==> config.mk <==
export PLATFORM = sky130hd
export DESIGN_NAME = ddo_mul
export DESIGN_NICKNAME = d
export VERILOG_FILES = /design/src/design/ddo_mul.sv
export SDC_FILE = /design/constraint.sdc
export NUM_CORES = 2
export LEC_CHECK = 0
export BUFFER_PORTS_ARGS = -buffer_cell sky130_fd_sc_hd__buf_2
export CAP_MARGIN = 20
export CORE_MARGIN = 4
export CORE_UTILIZATION = 60
export CTS_CLUSTER_DIAMETER = 80
export CTS_CLUSTER_SIZE = 10
export DETAILED_ROUTE_END_ITERATION = 10
export GPL_TIMING_DRIVEN = 0
export PLACE_DENSITY = 0.8
export SLEW_MARGIN = 20
export SYNTH_ARGS = -nofsm -noshare
export SYNTH_HDL_FRONTEND = slang
export SYNTH_SLANG_ARGS = --single-unit
==> constraint.sdc <==
create_clock -name clk -period 7.4 [get_ports clk]
set_input_delay 0.37 -clock clk [delete_from_list [all_inputs] [get_ports clk]]
set_output_delay 0.37 -clock clk [all_outputs]
set_load 0.005 [all_outputs]
==> src/design/ddo_mul.sv <==
`timescale 1ns / 1ps
// Shared registered signed multiplier, 34 x 34.
module ddo_mul (
  input  logic               clk,
  input  logic signed [33:0] a,
  input  logic signed [33:0] b,
  output logic signed [67:0] p
);

  always_ff @(posedge clk) begin
    p <= a * b;
  end

endmodule

==> summary.md <==
| Metric | Value |
|---|---|
| Status | finished with violations |
| Failing checks | negative setup slack |
| Slew Limit Fails | 0 |
| Max reg flops | 68 |
| Number of synthesized flops with an enable pin | 0 |
| CTS Buffer Depth | 2 |
| Class of the worst hold path | in -> reg |
| Share of synthesized registers carrying an async set or reset | 0% |
| Commonest cells in the synthesized netlist | fa_1, inv_1, and2_1 |
| # DRC | 0 |
| Crit path DAT | 8.03 ns |
| CP top delay family | adder cells |
| Post-DR wirelength/cell | 28.5 um |
| DR iter-0 viols | 3845 |
| Starting density of the core | 61.0% |
| Antenna violations before repair | 27 |
| Largest net degree at the start of global routing | 17 |
| Top FF cell, synth | dfxtp_1 |
| Fillers | 4996 |
| Post-Syn Instances | 4554 |
| Tmin final | 7.69 ns |
| CTS tree | done |
| Critical path endpoint category | register |
| Routability cong. | 1.12 |
| Share of post-route cells with drive strength above 1 | 16.2% |
| Hold Crit Depth | 2 |
| Most flops, register | p |
| Root buffer cell | clkbuf_16 |
| Detailed placement HPWL | 128000 um |
| # port buffers | 130 |
| Setup crit start kind | input port |
| Hold Crit Start | a[0] |
| RSZ-0062 raised after global routing | yes |
| Crit path max fanout | 7 |
| Worst Hold End | p[0] |
| Fmax achieved | 130 MHz |
| Most common cell in the netlist | fa_1 |
| Final Cycle Share | 104% |
| Total clock buffers created by CTS | 9 |
| Maxcap violations | 0 |
| I/O Pins | 137 |
| Vias in the first global route | 37.6k |
| Core Area | 70500 um2 |
| Clock slew at reported path FFs | 0.08 ns |
| Synth area leader | fa_1 |
| Total Wirelength | 166000 um |
| Synth top area cells | fa_1, inv_1, and2_1, ha_1, nand2_1 |
| Cell Area, Synth | 43000 um2 |
| Number of buffers and inverters on the critical path | 6 |
| Largest regs | p: 68 flops |
| Total gr overflow | 0 |
| Flops & latches, synth | 68 |
| Final setup margin | -0.287 ns |
| Worst path max stage delay | 0.75 ns |
| Synth cell types | 69 |
| Layout net count | 6372 |
| Slew @ Worst Pin | 0.988 ns |
| Placed cell area | 44900 um2 |
| Row count | 97 |
| Multi-input logic area | 37200 um2 |
| Die height | 276 um |
| Finished Cell Area | 50000 um2 |
| Layout area overhead | 16.2% |
| CP Data Required Time | 7.74 ns |
| Worst rel slew slack | 34.2% |
| Htree depth | 3 |
| Yosys top cell area share | 57.7% |
| Vias per inst | 5.95 |
| Overall routing resource usage | 44.3% |
| Synth warn | 0 |
| Post-synthesis sequential area ratio | 3.16% |
| Die width | 276 um |
| Die area | 76100 um2 |
| Sequential Area | 1360 um2 |
| ANT nets after route | 0 |
| WS Path Type | in -> reg |
| Critical-path top delay cell | fa_2 |
| Crit path depth | 26 |
| Sink Count | 68 |
| First-pass GRT wire length | 239000 um |
| Syn avg cell area | 9.45 um2 |
| DRT Pass-1 Iters | 7 |
| Syn nets | 6068 |
| DR vias | 34.7k |
| Final setup violation count | 19 |
| Worst path most repeated cell | fa_1 |
| Hold Vio Cnt, Final | 0 |
| CTS hold repair buffers | 0 |
per-layer routing:
metal	vias to the layer above	GRT usage, %	share of wire, %
li1	13500	-	-
met1	17600	53.7	33
met2	2738	66.0	43
met3	921	16.2	14
met4	18	31.6	10
met5	-	0	0.069
metrics by stage:
step	hold WS (ns)	setup WS, ns	utilization (%)	instances	TNS (ns)
after CTS	0.375	-0.207	68.4	5718	-1.13
after floorplan	0.497	0.0158	-	4554	0
final	0.387	-0.287	70.9	5830	-2.45
after global placement	0.747	-2.41	63.6	5624	-70.79
after detailed placement	0.747	-2.53	63.7	5626	-75.02
after global routing	0.399	-0.387	70.8	5807	-5.50
cell usage in the layout (no fill, tap or decap), drive strengths merged, types with 56 or more instances in the layout:
cell type	netlist	routed
fa	1241	1241
inv	1231	1231
and2	623	623
nand2	542	542
buf	9	367
ha	204	204
clkbuf	217	163
dfxtp	68	68
a21oi	63	63
xnor2	56	56
nor2	56	56
logic make-up (layout without fill, tap and decap cells):
family                     after synthesis  after routing  synth area share, %
buffers and inverters                 1460           1769                 12.8
xor gates and xnor gates                79             79                 1.61
adders and majority gates             1445           1445                 63.7
AOI/OAI and AO/OA                      206            206                 3.35
and+or+nand+nor                       1296           1296                 15.4
DFF                                     68             68                 3.16
other                                    0             27                    0
timing repair:
action | in CTS | in global routing
gates resized for setup | 671 | 373
gates cloned | 1 | 2
endpoints found under the setup margin | 43 | 36
buffers inserted | 78 | 94
pin swaps | 67 | 181
worst max path at each step:
stage,end,from
2_1_floorplan,p[67],b[10]
3_3_place_gp,p[67],b[4]
3_5_place_dp,p[67],b[4]
4_1_cts,p[64],a[19]
5_1_grt,p[66],a[33]
6_report,p[66],a[33]
layout make-up:
class	count	area share (%)
flip-flops and latches	68	2.72
clock inverters	7	0.150
inverters	1232	9.28
plain buffers	217	5.57
diodes	27	0.135
well taps	940	2.35
multi-input cells	3026	74.5
repair buffers	304	4.88
clock buffers	9	0.450
Power is not shown: default switching activity piles up to over one toggle a cycle in this logic, so the estimate is an artifact.
