===== config.mk =====
export PLATFORM = sky130hd
export DESIGN_NAME = ddo_cordic
export DESIGN_NICKNAME = d
export VERILOG_FILES = /design/src/design/ddo_pkg.sv /design/src/design/ddo_cordic.sv
export SDC_FILE = /design/constraint.sdc
export NUM_CORES = 1
export LEC_CHECK = 0
export ABC_AREA = 1
export BUFFER_PORTS_ARGS = -buffer_cell sky130_fd_sc_hd__buf_4
export CELL_PAD_IN_SITES_DETAIL_PLACEMENT = 1
export CELL_PAD_IN_SITES_GLOBAL_PLACEMENT = 2
export CORE_MARGIN = 5
export CORE_UTILIZATION = 35
export CTS_CLUSTER_SIZE = 12
export DETAILED_ROUTE_END_ITERATION = 10
export PLACE_DENSITY = 0.82
export SLEW_MARGIN = 20
export SYNTH_ARGS = -nofsm -noshare
export SYNTH_HDL_FRONTEND = slang
export SYNTH_SLANG_ARGS = --single-unit

===== constraint.sdc =====
create_clock -name clk -period 4.8 [get_ports clk]
set_input_delay 0.72 -clock clk [delete_from_list [all_inputs] [get_ports clk]]
set_output_delay 0.72 -clock clk [all_outputs]
set_load 0.01 [all_outputs]

===== src/design/ddo_pkg.sv =====
`timescale 1ns / 1ps
package ddo_pkg;

  localparam int AtanEntries = 24;
  localparam logic signed [33:0] CordicGain = 34'sd652032874;
  localparam logic [25:0] TurnScale = 26'd44798134;
  localparam logic [15:0] RadiusReset = 16'd2163;
  localparam logic [15:0] InvSpacingReset = 16'd862;
  // ceil(2^55 / 15625): floor(n / 15625) = (n * DistRecip) >> 55 for n < 2^42
  localparam logic [41:0] DistRecip = 42'd2305843009214;

  localparam logic CfgRadius = 1'b0;
  localparam logic CfgInvSpacing = 1'b1;

  function automatic logic signed [33:0] atan_lut(input logic [4:0] i);
    case (i)
      5'd0: atan_lut = 34'sh20000000;
      5'd1: atan_lut = 34'sh12E4051E;
      5'd2: atan_lut = 34'sh09FB385B;
      5'd3: atan_lut = 34'sh051111D4;
      5'd4: atan_lut = 34'sh028B0D43;
      5'd5: atan_lut = 34'sh0145D7E1;
      5'd6: atan_lut = 34'sh00A2F61E;
      5'd7: atan_lut = 34'sh00517C55;
      5'd8: atan_lut = 34'sh0028BE53;
      5'd9: atan_lut = 34'sh00145F2F;
      5'd10: atan_lut = 34'sh000A2F98;
      5'd11: atan_lut = 34'sh000517CC;
      5'd12: atan_lut = 34'sh00028BE6;
      5'd13: atan_lut = 34'sh000145F3;
      5'd14: atan_lut = 34'sh0000A2FA;
      5'd15: atan_lut = 34'sh0000517D;
      5'd16: atan_lut = 34'sh000028BE;
      5'd17: atan_lut = 34'sh0000145F;
      5'd18: atan_lut = 34'sh00000A30;
      5'd19: atan_lut = 34'sh00000518;
      5'd20: atan_lut = 34'sh0000028C;
      5'd21: atan_lut = 34'sh00000146;
      5'd22: atan_lut = 34'sh000000A3;
      5'd23: atan_lut = 34'sh00000051;
      default: atan_lut = 34'sh0;
    endcase
  endfunction

endpackage


===== src/design/ddo_cordic.sv =====
`timescale 1ns / 1ps
// Iterative rotation-mode CORDIC: one micro-rotation per cycle.
// done stays high from the last micro-rotation until the next start.
module ddo_cordic import ddo_pkg::*; #(
  parameter int Steps = 16
) (
  input  logic               clk,
  input  logic               rst,
  input  logic               start,
  input  logic [15:0]        angle,
  output logic               done,
  output logic signed [33:0] cos_q30,
  output logic signed [33:0] sin_q30
);

  localparam int N = (Steps > AtanEntries) ? AtanEntries : Steps;

  logic signed [33:0] x, y, z;
  logic [4:0] idx;
  logic busy, flip;
  logic [15:0] r;
  logic signed [33:0] xs, ys;

  assign xs = x >>> idx;
  assign ys = y >>> idx;
  assign r = (16'(angle + 16'h4000) >= 16'h8000) ? 16'(angle + 16'h8000) : angle;

  always_ff @(posedge clk) begin
    if (rst) begin
      busy <= 1'b0;
      done <= 1'b0;
    end else begin
      if (start) begin
        busy <= 1'b1;
        done <= 1'b0;
        idx <= '0;
        flip <= (16'(angle + 16'h4000) >= 16'h8000);
        x <= CordicGain;
        y <= '0;
        z <= {{2{r[15]}}, r, 16'h0};
      end else if (busy) begin
        if (!z[33]) begin
          x <= x - ys;
          y <= y + xs;
          z <= z - atan_lut(idx);
        end else begin
          x <= x + ys;
          y <= y - xs;
          z <= z + atan_lut(idx);
        end
        idx <= idx + 5'd1;
        if (idx == 5'(N - 1)) begin
          busy <= 1'b0;
          done <= 1'b1;
        end
      end
    end
  end

  assign cos_q30 = flip ? -x : x;
  assign sin_q30 = flip ? -y : y;

endmodule


==> results of run 1 <==
[logic make-up (layout without fill, tap and decap cells)]
kind of cell               count (synthesis)  after routing  synth area share, %
and+or+nand+nor                         1684           1684                38.94
xor gates and xnor gates                 149            149                6.949
buffers and inverters                    423            589                9.214
DFF                                      140            140                20.68
AOI/OAI and AO/OA                        543            543                16.37
adders and majority gates                116            116                7.849
[worst register-to-register path: stages, from the launching register on]
cell,delay [ns]
edfxtp_1,0.50
buf_12,0.22
nand2_1,0.10
nand3_1,0.15
nand3_1,0.16
nand3_1,0.13
nand3_1,0.19
nand2_1,0.14
nor2_1,0.17
nand2_1,0.11
nor2_4,0.16
nand2_2,0.13
o21ai_2,0.19
xor2_1,0.27
inv_1,0.13
ha_1,0.32
a21oi_1,0.17
inv_1,0.10
a31oi_2,0.19
o21ai_0,0.13
a211oi_1,0.27
o21ai_2,0.16
o21ai_0,0.19
a21oi_1,0.07
[layer usage]
layer  vias up  wire length, um
li1      10600                -
met1     10840            39960
met2       505            39470
met3       101             3474
met4         0             1996
met5         -                0
[power breakdown]
group | internal [W] | switching, W
Combinational | 0.00365 | 0.00634
Sequential | 0.00179 | 0.000524
Clock | 0.000811 | 0.000693
[worst max-delay path by stage]
| stage | startpoint | to | slack, ns |
|---|---|---|---|
| 4_1_cts | idx[0] | y[33] | 0.01 |
| 3_5_place_dp | idx[0] | y[22] | -0.28 |
| 5_1_grt | idx[0] | y[32] | -0.09 |
| 3_3_place_gp | idx[0] | y[22] | -0.23 |
| 6_report | idx[0] | x[28] | 0.18 |
| 2_1_floorplan | idx[0] | x[23] | 0.79 |
[layout make-up]
| cell class | count | area [um2] | share of cell area, % |
|---|---|---|---|
| Inverter | 313 | 1206 | 5.385 |
| Clock buffer | 20 | 489.2 | 2.184 |
| Tap cell | 688 | 860.8 | 3.843 |
| Clock inverter | 12 | 136.4 | 0.6089 |
| Multi-Input combinational cell | 2492 | 13860 | 61.86 |
| Timing Repair inverter | 1 | 8.758 | 0.03910 |
| Sequential cell | 140 | 3884 | 17.34 |
| Timing Repair Buffer | 243 | 1957 | 8.737 |
[placed cells by master, fill, tap and decap left out, types with 6 or more instances in the layout]
| cell | count |
|---|---|
| a21o_1 | 7 |
| a21oi_1 | 176 |
| a21oi_2 | 19 |
| a31oi_1 | 20 |
| buf_12 | 10 |
| buf_4 | 231 |
| clkbuf_16 | 19 |
| dfxtp_1 | 32 |
| edfxtp_1 | 108 |
| ha_1 | 98 |
| ha_2 | 6 |
| ha_4 | 9 |
| inv_1 | 289 |
| inv_2 | 18 |
| inv_6 | 7 |
| nand2_1 | 728 |
| nand2_2 | 35 |
| nand3_1 | 445 |
| nand3_2 | 10 |
| nand4_1 | 25 |
| nor2_1 | 308 |
| nor2_2 | 16 |
| nor2_4 | 11 |
| nor3_1 | 40 |
| nor3_2 | 9 |
| nor4_1 | 13 |
| o211ai_1 | 9 |
| o21a_1 | 25 |
| o21ai_0 | 154 |
| o21ai_1 | 43 |
| o21ai_2 | 22 |
| o21bai_1 | 14 |
| o31ai_1 | 6 |
| or2_2 | 25 |
| xnor2_1 | 41 |
| xor2_1 | 99 |
| xor2_2 | 8 |
[per-stage QoR]
step / hold WS, ns / setup TNS, ns / util [%] / power, W
after global routing: 0.4840 / -0.4594 / 42.37 / 0.01486
after global placement: 0.5537 / -0.9466 / 39.63 / 0.01133
after CTS: 0.4524 / 0 / 40.94 / 0.01316
final: 0.4956 / 0 / 42.37 / 0.01381
after detailed placement: 0.5767 / -1.653 / 39.63 / 0.01153
after floorplan: 0.5283 / 0 / - / 0.007863
[timing repair]
action | in CTS | in global routing
resized for setup | 18 | 160
pin swaps | 0 | 21
cloned | 0 | 1
setup endpoints to repair | 18 | 45
setup buffers | 0 | 12
==> flow_summary.ini, run 1 <==
[run_status]
status = finished, final reports clean

[logic_synthesis]
synth_area_leader_cell = edfxtp_1
synth_area_per_cell_um2 = 6.147
seq_area_frac_synth_pct = 20.68
synth_common_cells = nand2_1, nand3_1, nor2_1
async_flop_share_pct = 0
synth_area_leaders = edfxtp_1, nand2_1, nand3_1
synth_top_area_share_pct = 17.27
yosys_warnings = 0
ys_types = 59
synthCells = 3055
synth-edff-count = 108
netlist_area_um2 = 18780
synth_top_flop_cell = edfxtp_1
synth_nets = 3190
ys_ff_latch = 140
yosysMostFrequentCell = nand2_1

[placed_design]
placed_cells = 3864
hpwlAfterDp_um = 68520
place_ws_ns = -0.2808
place_area_um2 = 20950
io_buffers = 87
routabilityCongestion = 0.9409

[timing]
fin_skew_ns = 0.01463
worst_slack_ns = 0.1832
max-slew-margin-rel_pct = 43.55
min_period_ns = 4.617
fmax_mhz = 216.6
setup_violations = 0
worst_pin_slew_ns = 0.8411
rsz0062_at_grt = yes
slew_violations = 0
fin_crit_sh_pct = 96.18
hold_viol = 0

[hold_path]
min_from = rst
holdPathStages = 2
hold_path.class = in2reg
min_to = busy

[cts]
tritoncts = done
cts_sinks = 140
cts_root_buffer = clkbuf_16
clk_path_buf_depth = 2
ctsHtreeMaxLevel = 4
clk_latency_ns = 0.49
clk_pin_slew_ns = 0.07
hold_buffers = 0
numCtsBuffers = 17

[pwr]
power.density_nw_per_um2 = 616.6
p_leak_nw = 10.26
vdd_drop_max_uv = 262.2

[setup_path]
worstSetupStartpointType = register
crit_buf_inv = 3
crit_slowest_cell = edfxtp_1
cpMostUsedCell = nand3_1
rrSetupSlack_ns = 0.18
rr_startpoint = idx[0]
crit_path_end_kind = register
r2r_cells = 23
path_delay_family = simple AND/OR/NAND/NOR gates
crit_fanout = 36
arrival_ns = 4.85
worst-setup-path-type = reg2reg
worst_r2r_endpoint = x[28]
path_cells = buf_12 > nand2_1 > nand3_1 > nand3_1 > nand3_1 > nand3_1 > nand2_1 > nor2_1 > nand2_1 > nor2_4 > nand2_2 > o21ai_2 > xor2_1 > inv_1 > ha_1 > a21oi_1 > inv_1 > a31oi_2 > o21ai_0 > a211oi_1 > o21ai_2 > o21ai_0 > a21oi_1
required_ns = 5.03
crit_cells = 23
max_stage_delay_ns = 0.50

[route]
vias_per_cell = 5.640
routedWlPerCell_um = 21.72
routed_wl_um = 84900
vias = 22050
post-route-drc-count = 0
drtIter0Drc = 1648
firstDrtPassIters = 5
antenna_left = 0

[run]
maxCapViolations = 0

[final_layout]
stdcell_area_um2 = 22400
layoutNonFillerInstCount = 3909
drive_above_1_share_pct = 15.49
area_growth_pct = 19.27
fill_cells = 7018
diodes = 0
layout.nets = 3343

[global_route]
grt_usage_pct = 27.71
grt_max_degree = 65
met2_usage_pct = 46.35
antenna_found_initial = 0
first_global_vias = 22150
grt_util_met3_pct = 2.935
gr-total-overflow = 0
grt_pass1_wl_um = 129300
grt_busiest_layer = met2
globalRouteMet1Util_pct = 38.44

[die]
die_area_um2 = 58390
io_pins = 88
die_y_um = 241.6
core.rowCount = 84
fp.dieW_um = 241.6
initial_utilization_pct = 35.52
core_um2 = 52870
No activity file was read; power rests on OpenSTA's default activity.
==> run 2: changes to the inputs <==
Settings changed: ABC_AREA 1 to 0, CORE_UTILIZATION 35 to 40.
==> run 2 against run 1 <==
  * The flow now finishes with violations (setup timing)
  * Non-clock buffer count is 574 higher
  * Hold slack worse by 0.043 ns
  * Total power is 13% higher
  * Clock power is 5% lower
  * Cell area is 22% higher
  * Sequential cell count stayed put
  * Critical path depth is 8 higher
  * Sequential share of layout area is 3.2 points lower
  * Synthesized cell count is 29% lower
  * Worst setup slack worse by 1.1 ns
  * Clock skew is 0.0011 ns higher
  * Sequential power is 11% lower
  * Highest routed layer is now met5
==> flow_summary.ini, run 2 <==
[run_status]
status = complete, but fails checks
failed_checks = setup timing

[die]
die_area_um2 = 50090
fp.dieW_um = 223.8
io_pins = 88
core.rowCount = 78
initial_utilization_pct = 40.38
die_y_um = 223.8
core_um2 = 45280

[route]
routed_wl_um = 90780
firstDrtPassIters = 5
post-route-drc-count = 0
drtIter0Drc = 1968
routedWlPerCell_um = 26.17
vias_per_cell = 6.215
antenna_left = 0
vias = 21560

[setup_path]
max_stage_delay_ns = 0.46
arrival_ns = 5.99
worst-setup-path-type = reg2reg
r2r_cells = 31
crit_path_end_kind = register
worstSetupStartpointType = register
rr_startpoint = idx[0]
required_ns = 5.05
crit_slowest_cell = mux4_2
crit_fanout = 6
rrSetupSlack_ns = -0.95
worst_r2r_endpoint = x[29]

[hold_path]
min_from = rst
holdPathStages = 2
hold_path.class = in2reg
min_to = busy

[global_route]
gr-total-overflow = 0
grt_usage_pct = 33.20
antenna_found_initial = 1
grt_max_degree = 91
grt_pass1_wl_um = 130300
first_global_vias = 22350

[final_layout]
utilization_pct = 60.47
fill_cells = 5211
layout.nets = 2991
diodes = 0
layoutNonFillerInstCount = 3469
layout_commonest_cell = buf_4
drive_above_1_share_pct = 43.22
final_cell_mix = buf_4, nor2_1, nand2_1
area_growth_pct = 49.77

[cts]
ctsHtreeMaxLevel = 4
cts_sinks = 140
hold_buffers = 0
numCtsBuffers = 17
clk_pin_slew_ns = 0.08
cts_root_buffer = clkbuf_16
clk_path_buf_depth = 2
tritoncts = done
clk_latency_ns = 0.51

[logic_synthesis]
yosys_warnings = 0
ys_types = 97
synth_area_leaders = edfxtp_1, ha_1, mux4_2
synth_area_per_cell_um2 = 8.469
async_flop_share_pct = 0
synth-edff-count = 108
synth_area_leader_cell = edfxtp_1
synthCells = 2159
synth_top_area_share_pct = 17.74
netlist_area_um2 = 18290
synth_top_flop_cell = edfxtp_1
yosysMostFrequentCell = nor2_1
seq_area_frac_synth_pct = 21.24
synth_nets = 2294
ys_ff_latch = 140
synth_common_cells = nor2_1, nand2_1, a21oi_1

[run]
maxCapViolations = 0

[pwr]
p_leak_nw = 11.71
vdd_drop_max_uv = 411.3
power.density_nw_per_um2 = 569.2

[placed_design]
placed_cells = 3310
hpwlAfterDp_um = 64710
routabilityCongestion = 1.032
io_buffers = 87

[timing]
finalSetupTns_ns = -28.52
fin_crit_sh_pct = 119.8
hold_viol = 0
rsz0062_at_grt = yes
worst_slack_ns = -0.9491
setup_violations = 49
min_period_ns = 5.749
fmax_mhz = 173.9
worst_pin_slew_ns = 0.9693
max-slew-margin-rel_pct = 35.38
fin_skew_ns = 0.01576
slew_violations = 0
## run 2: cell count changes after synthesis, sizes merged, moves of 43 or more
cell   before  now
nand2     766  168
nand3     456   39
inv       309   50
nor2      335  216
xnor2      42  134
o21ai     223  143
mux4        0   66
mux2i       0   65
mux2        0   43
## run 2: power by group
part	internal (W)	total [W]	switching (W)
clock network	0.000743	0.00142	0.000675
logic	0.00586	0.0121	0.00624
registers	0.00172	0.00207	0.000348
## run 2: per-stage QoR
| step | area, um2 | setup slack (ns) | total power [W] | hold WS (ns) |
|---|---|---|---|---|
| after floorplan | 18450 | -0.5644 | 0.007082 | 0.5150 |
| after global placement | 23930 | -0.7319 | 0.01115 | 0.5416 |
| after detailed placement | 23930 | -1.027 | 0.01150 | 0.5608 |
| after CTS | 26320 | -0.7703 | 0.01406 | 0.4226 |
| after global routing | 27390 | -1.040 | 0.01631 | 0.4371 |
| final | 27390 | -0.9491 | 0.01559 | 0.4525 |
## run 2: cell type report
| class | count | area [um2] | share of cell area, % |
|---|---|---|---|
| Clock inverter | 15 | 172.7 | 0.6305 |
| Sequential cell | 140 | 3885 | 14.19 |
| Clock buffer | 17 | 425.4 | 1.553 |
| Timing Repair Buffer | 817 | 6729 | 24.57 |
| Tap cell | 600 | 750.7 | 2.741 |
| Multi-Input combinational cell | 1828 | 15220 | 55.59 |
| Inverter | 52 | 197.7 | 0.7219 |
## run 2: worst max-delay path by stage
| stage | slack [ns] | endpoint | cells past startpoint | from |
|---|---|---|---|---|
| 2_1_floorplan | -0.56 | y[30] | 25 | idx[0] |
| 3_3_place_gp | -0.73 | x[25] | 25 | idx[0] |
| 3_5_place_dp | -1.03 | x[25] | 25 | idx[0] |
| 4_1_cts | -0.77 | x[33] | 25 | idx[0] |
| 5_1_grt | -1.04 | x[33] | 25 | idx[0] |
| 6_report | -0.95 | x[29] | 31 | idx[0] |
## run 2: metal layers
metal	track usage, %	vias to the layer above	wire, um	part of all wire, %
li1	-	9466	-	-
met1	40.56	10800	35000	39
met2	57.94	982	44700	49
met3	5.818	309	6572	7.2
met4	13.75	2	4494	5.0
met5	0	-	16	0.018
## run 2: critical path: cells and delay by family, from the launching register on
family | cells | cell delay [ns]
buf+inv | 12 | 1.72
compound gates | 7 | 1.33
simple gates | 7 | 0.75
mux | 2 | 0.65
flops | 1 | 0.41
fa+ha+maj | 1 | 0.34
xor+xnor | 2 | 0.27
## run 2: cells by family (layout without fill, tap and decap cells)
family / count (synthesis) / in the layout / synth area share [%]
xor gates and xnor gates: 231 / 231 / 11.06
buffers and inverters: 191 / 901 / 4.858
and+or+nand+nor: 680 / 680 / 18.15
AOI/OAI and AO/OA: 627 / 627 / 22.15
DFF: 140 / 140 / 21.24
adders and majority gates: 116 / 116 / 8.061
muxes: 174 / 174 / 14.48
## run 2: timing repair
item,CTS,global route
buffers inserted,82,47
cloned,5,0
pin swaps,131,154
resized for setup,232,157
endpoints found under the setup margin,56,61
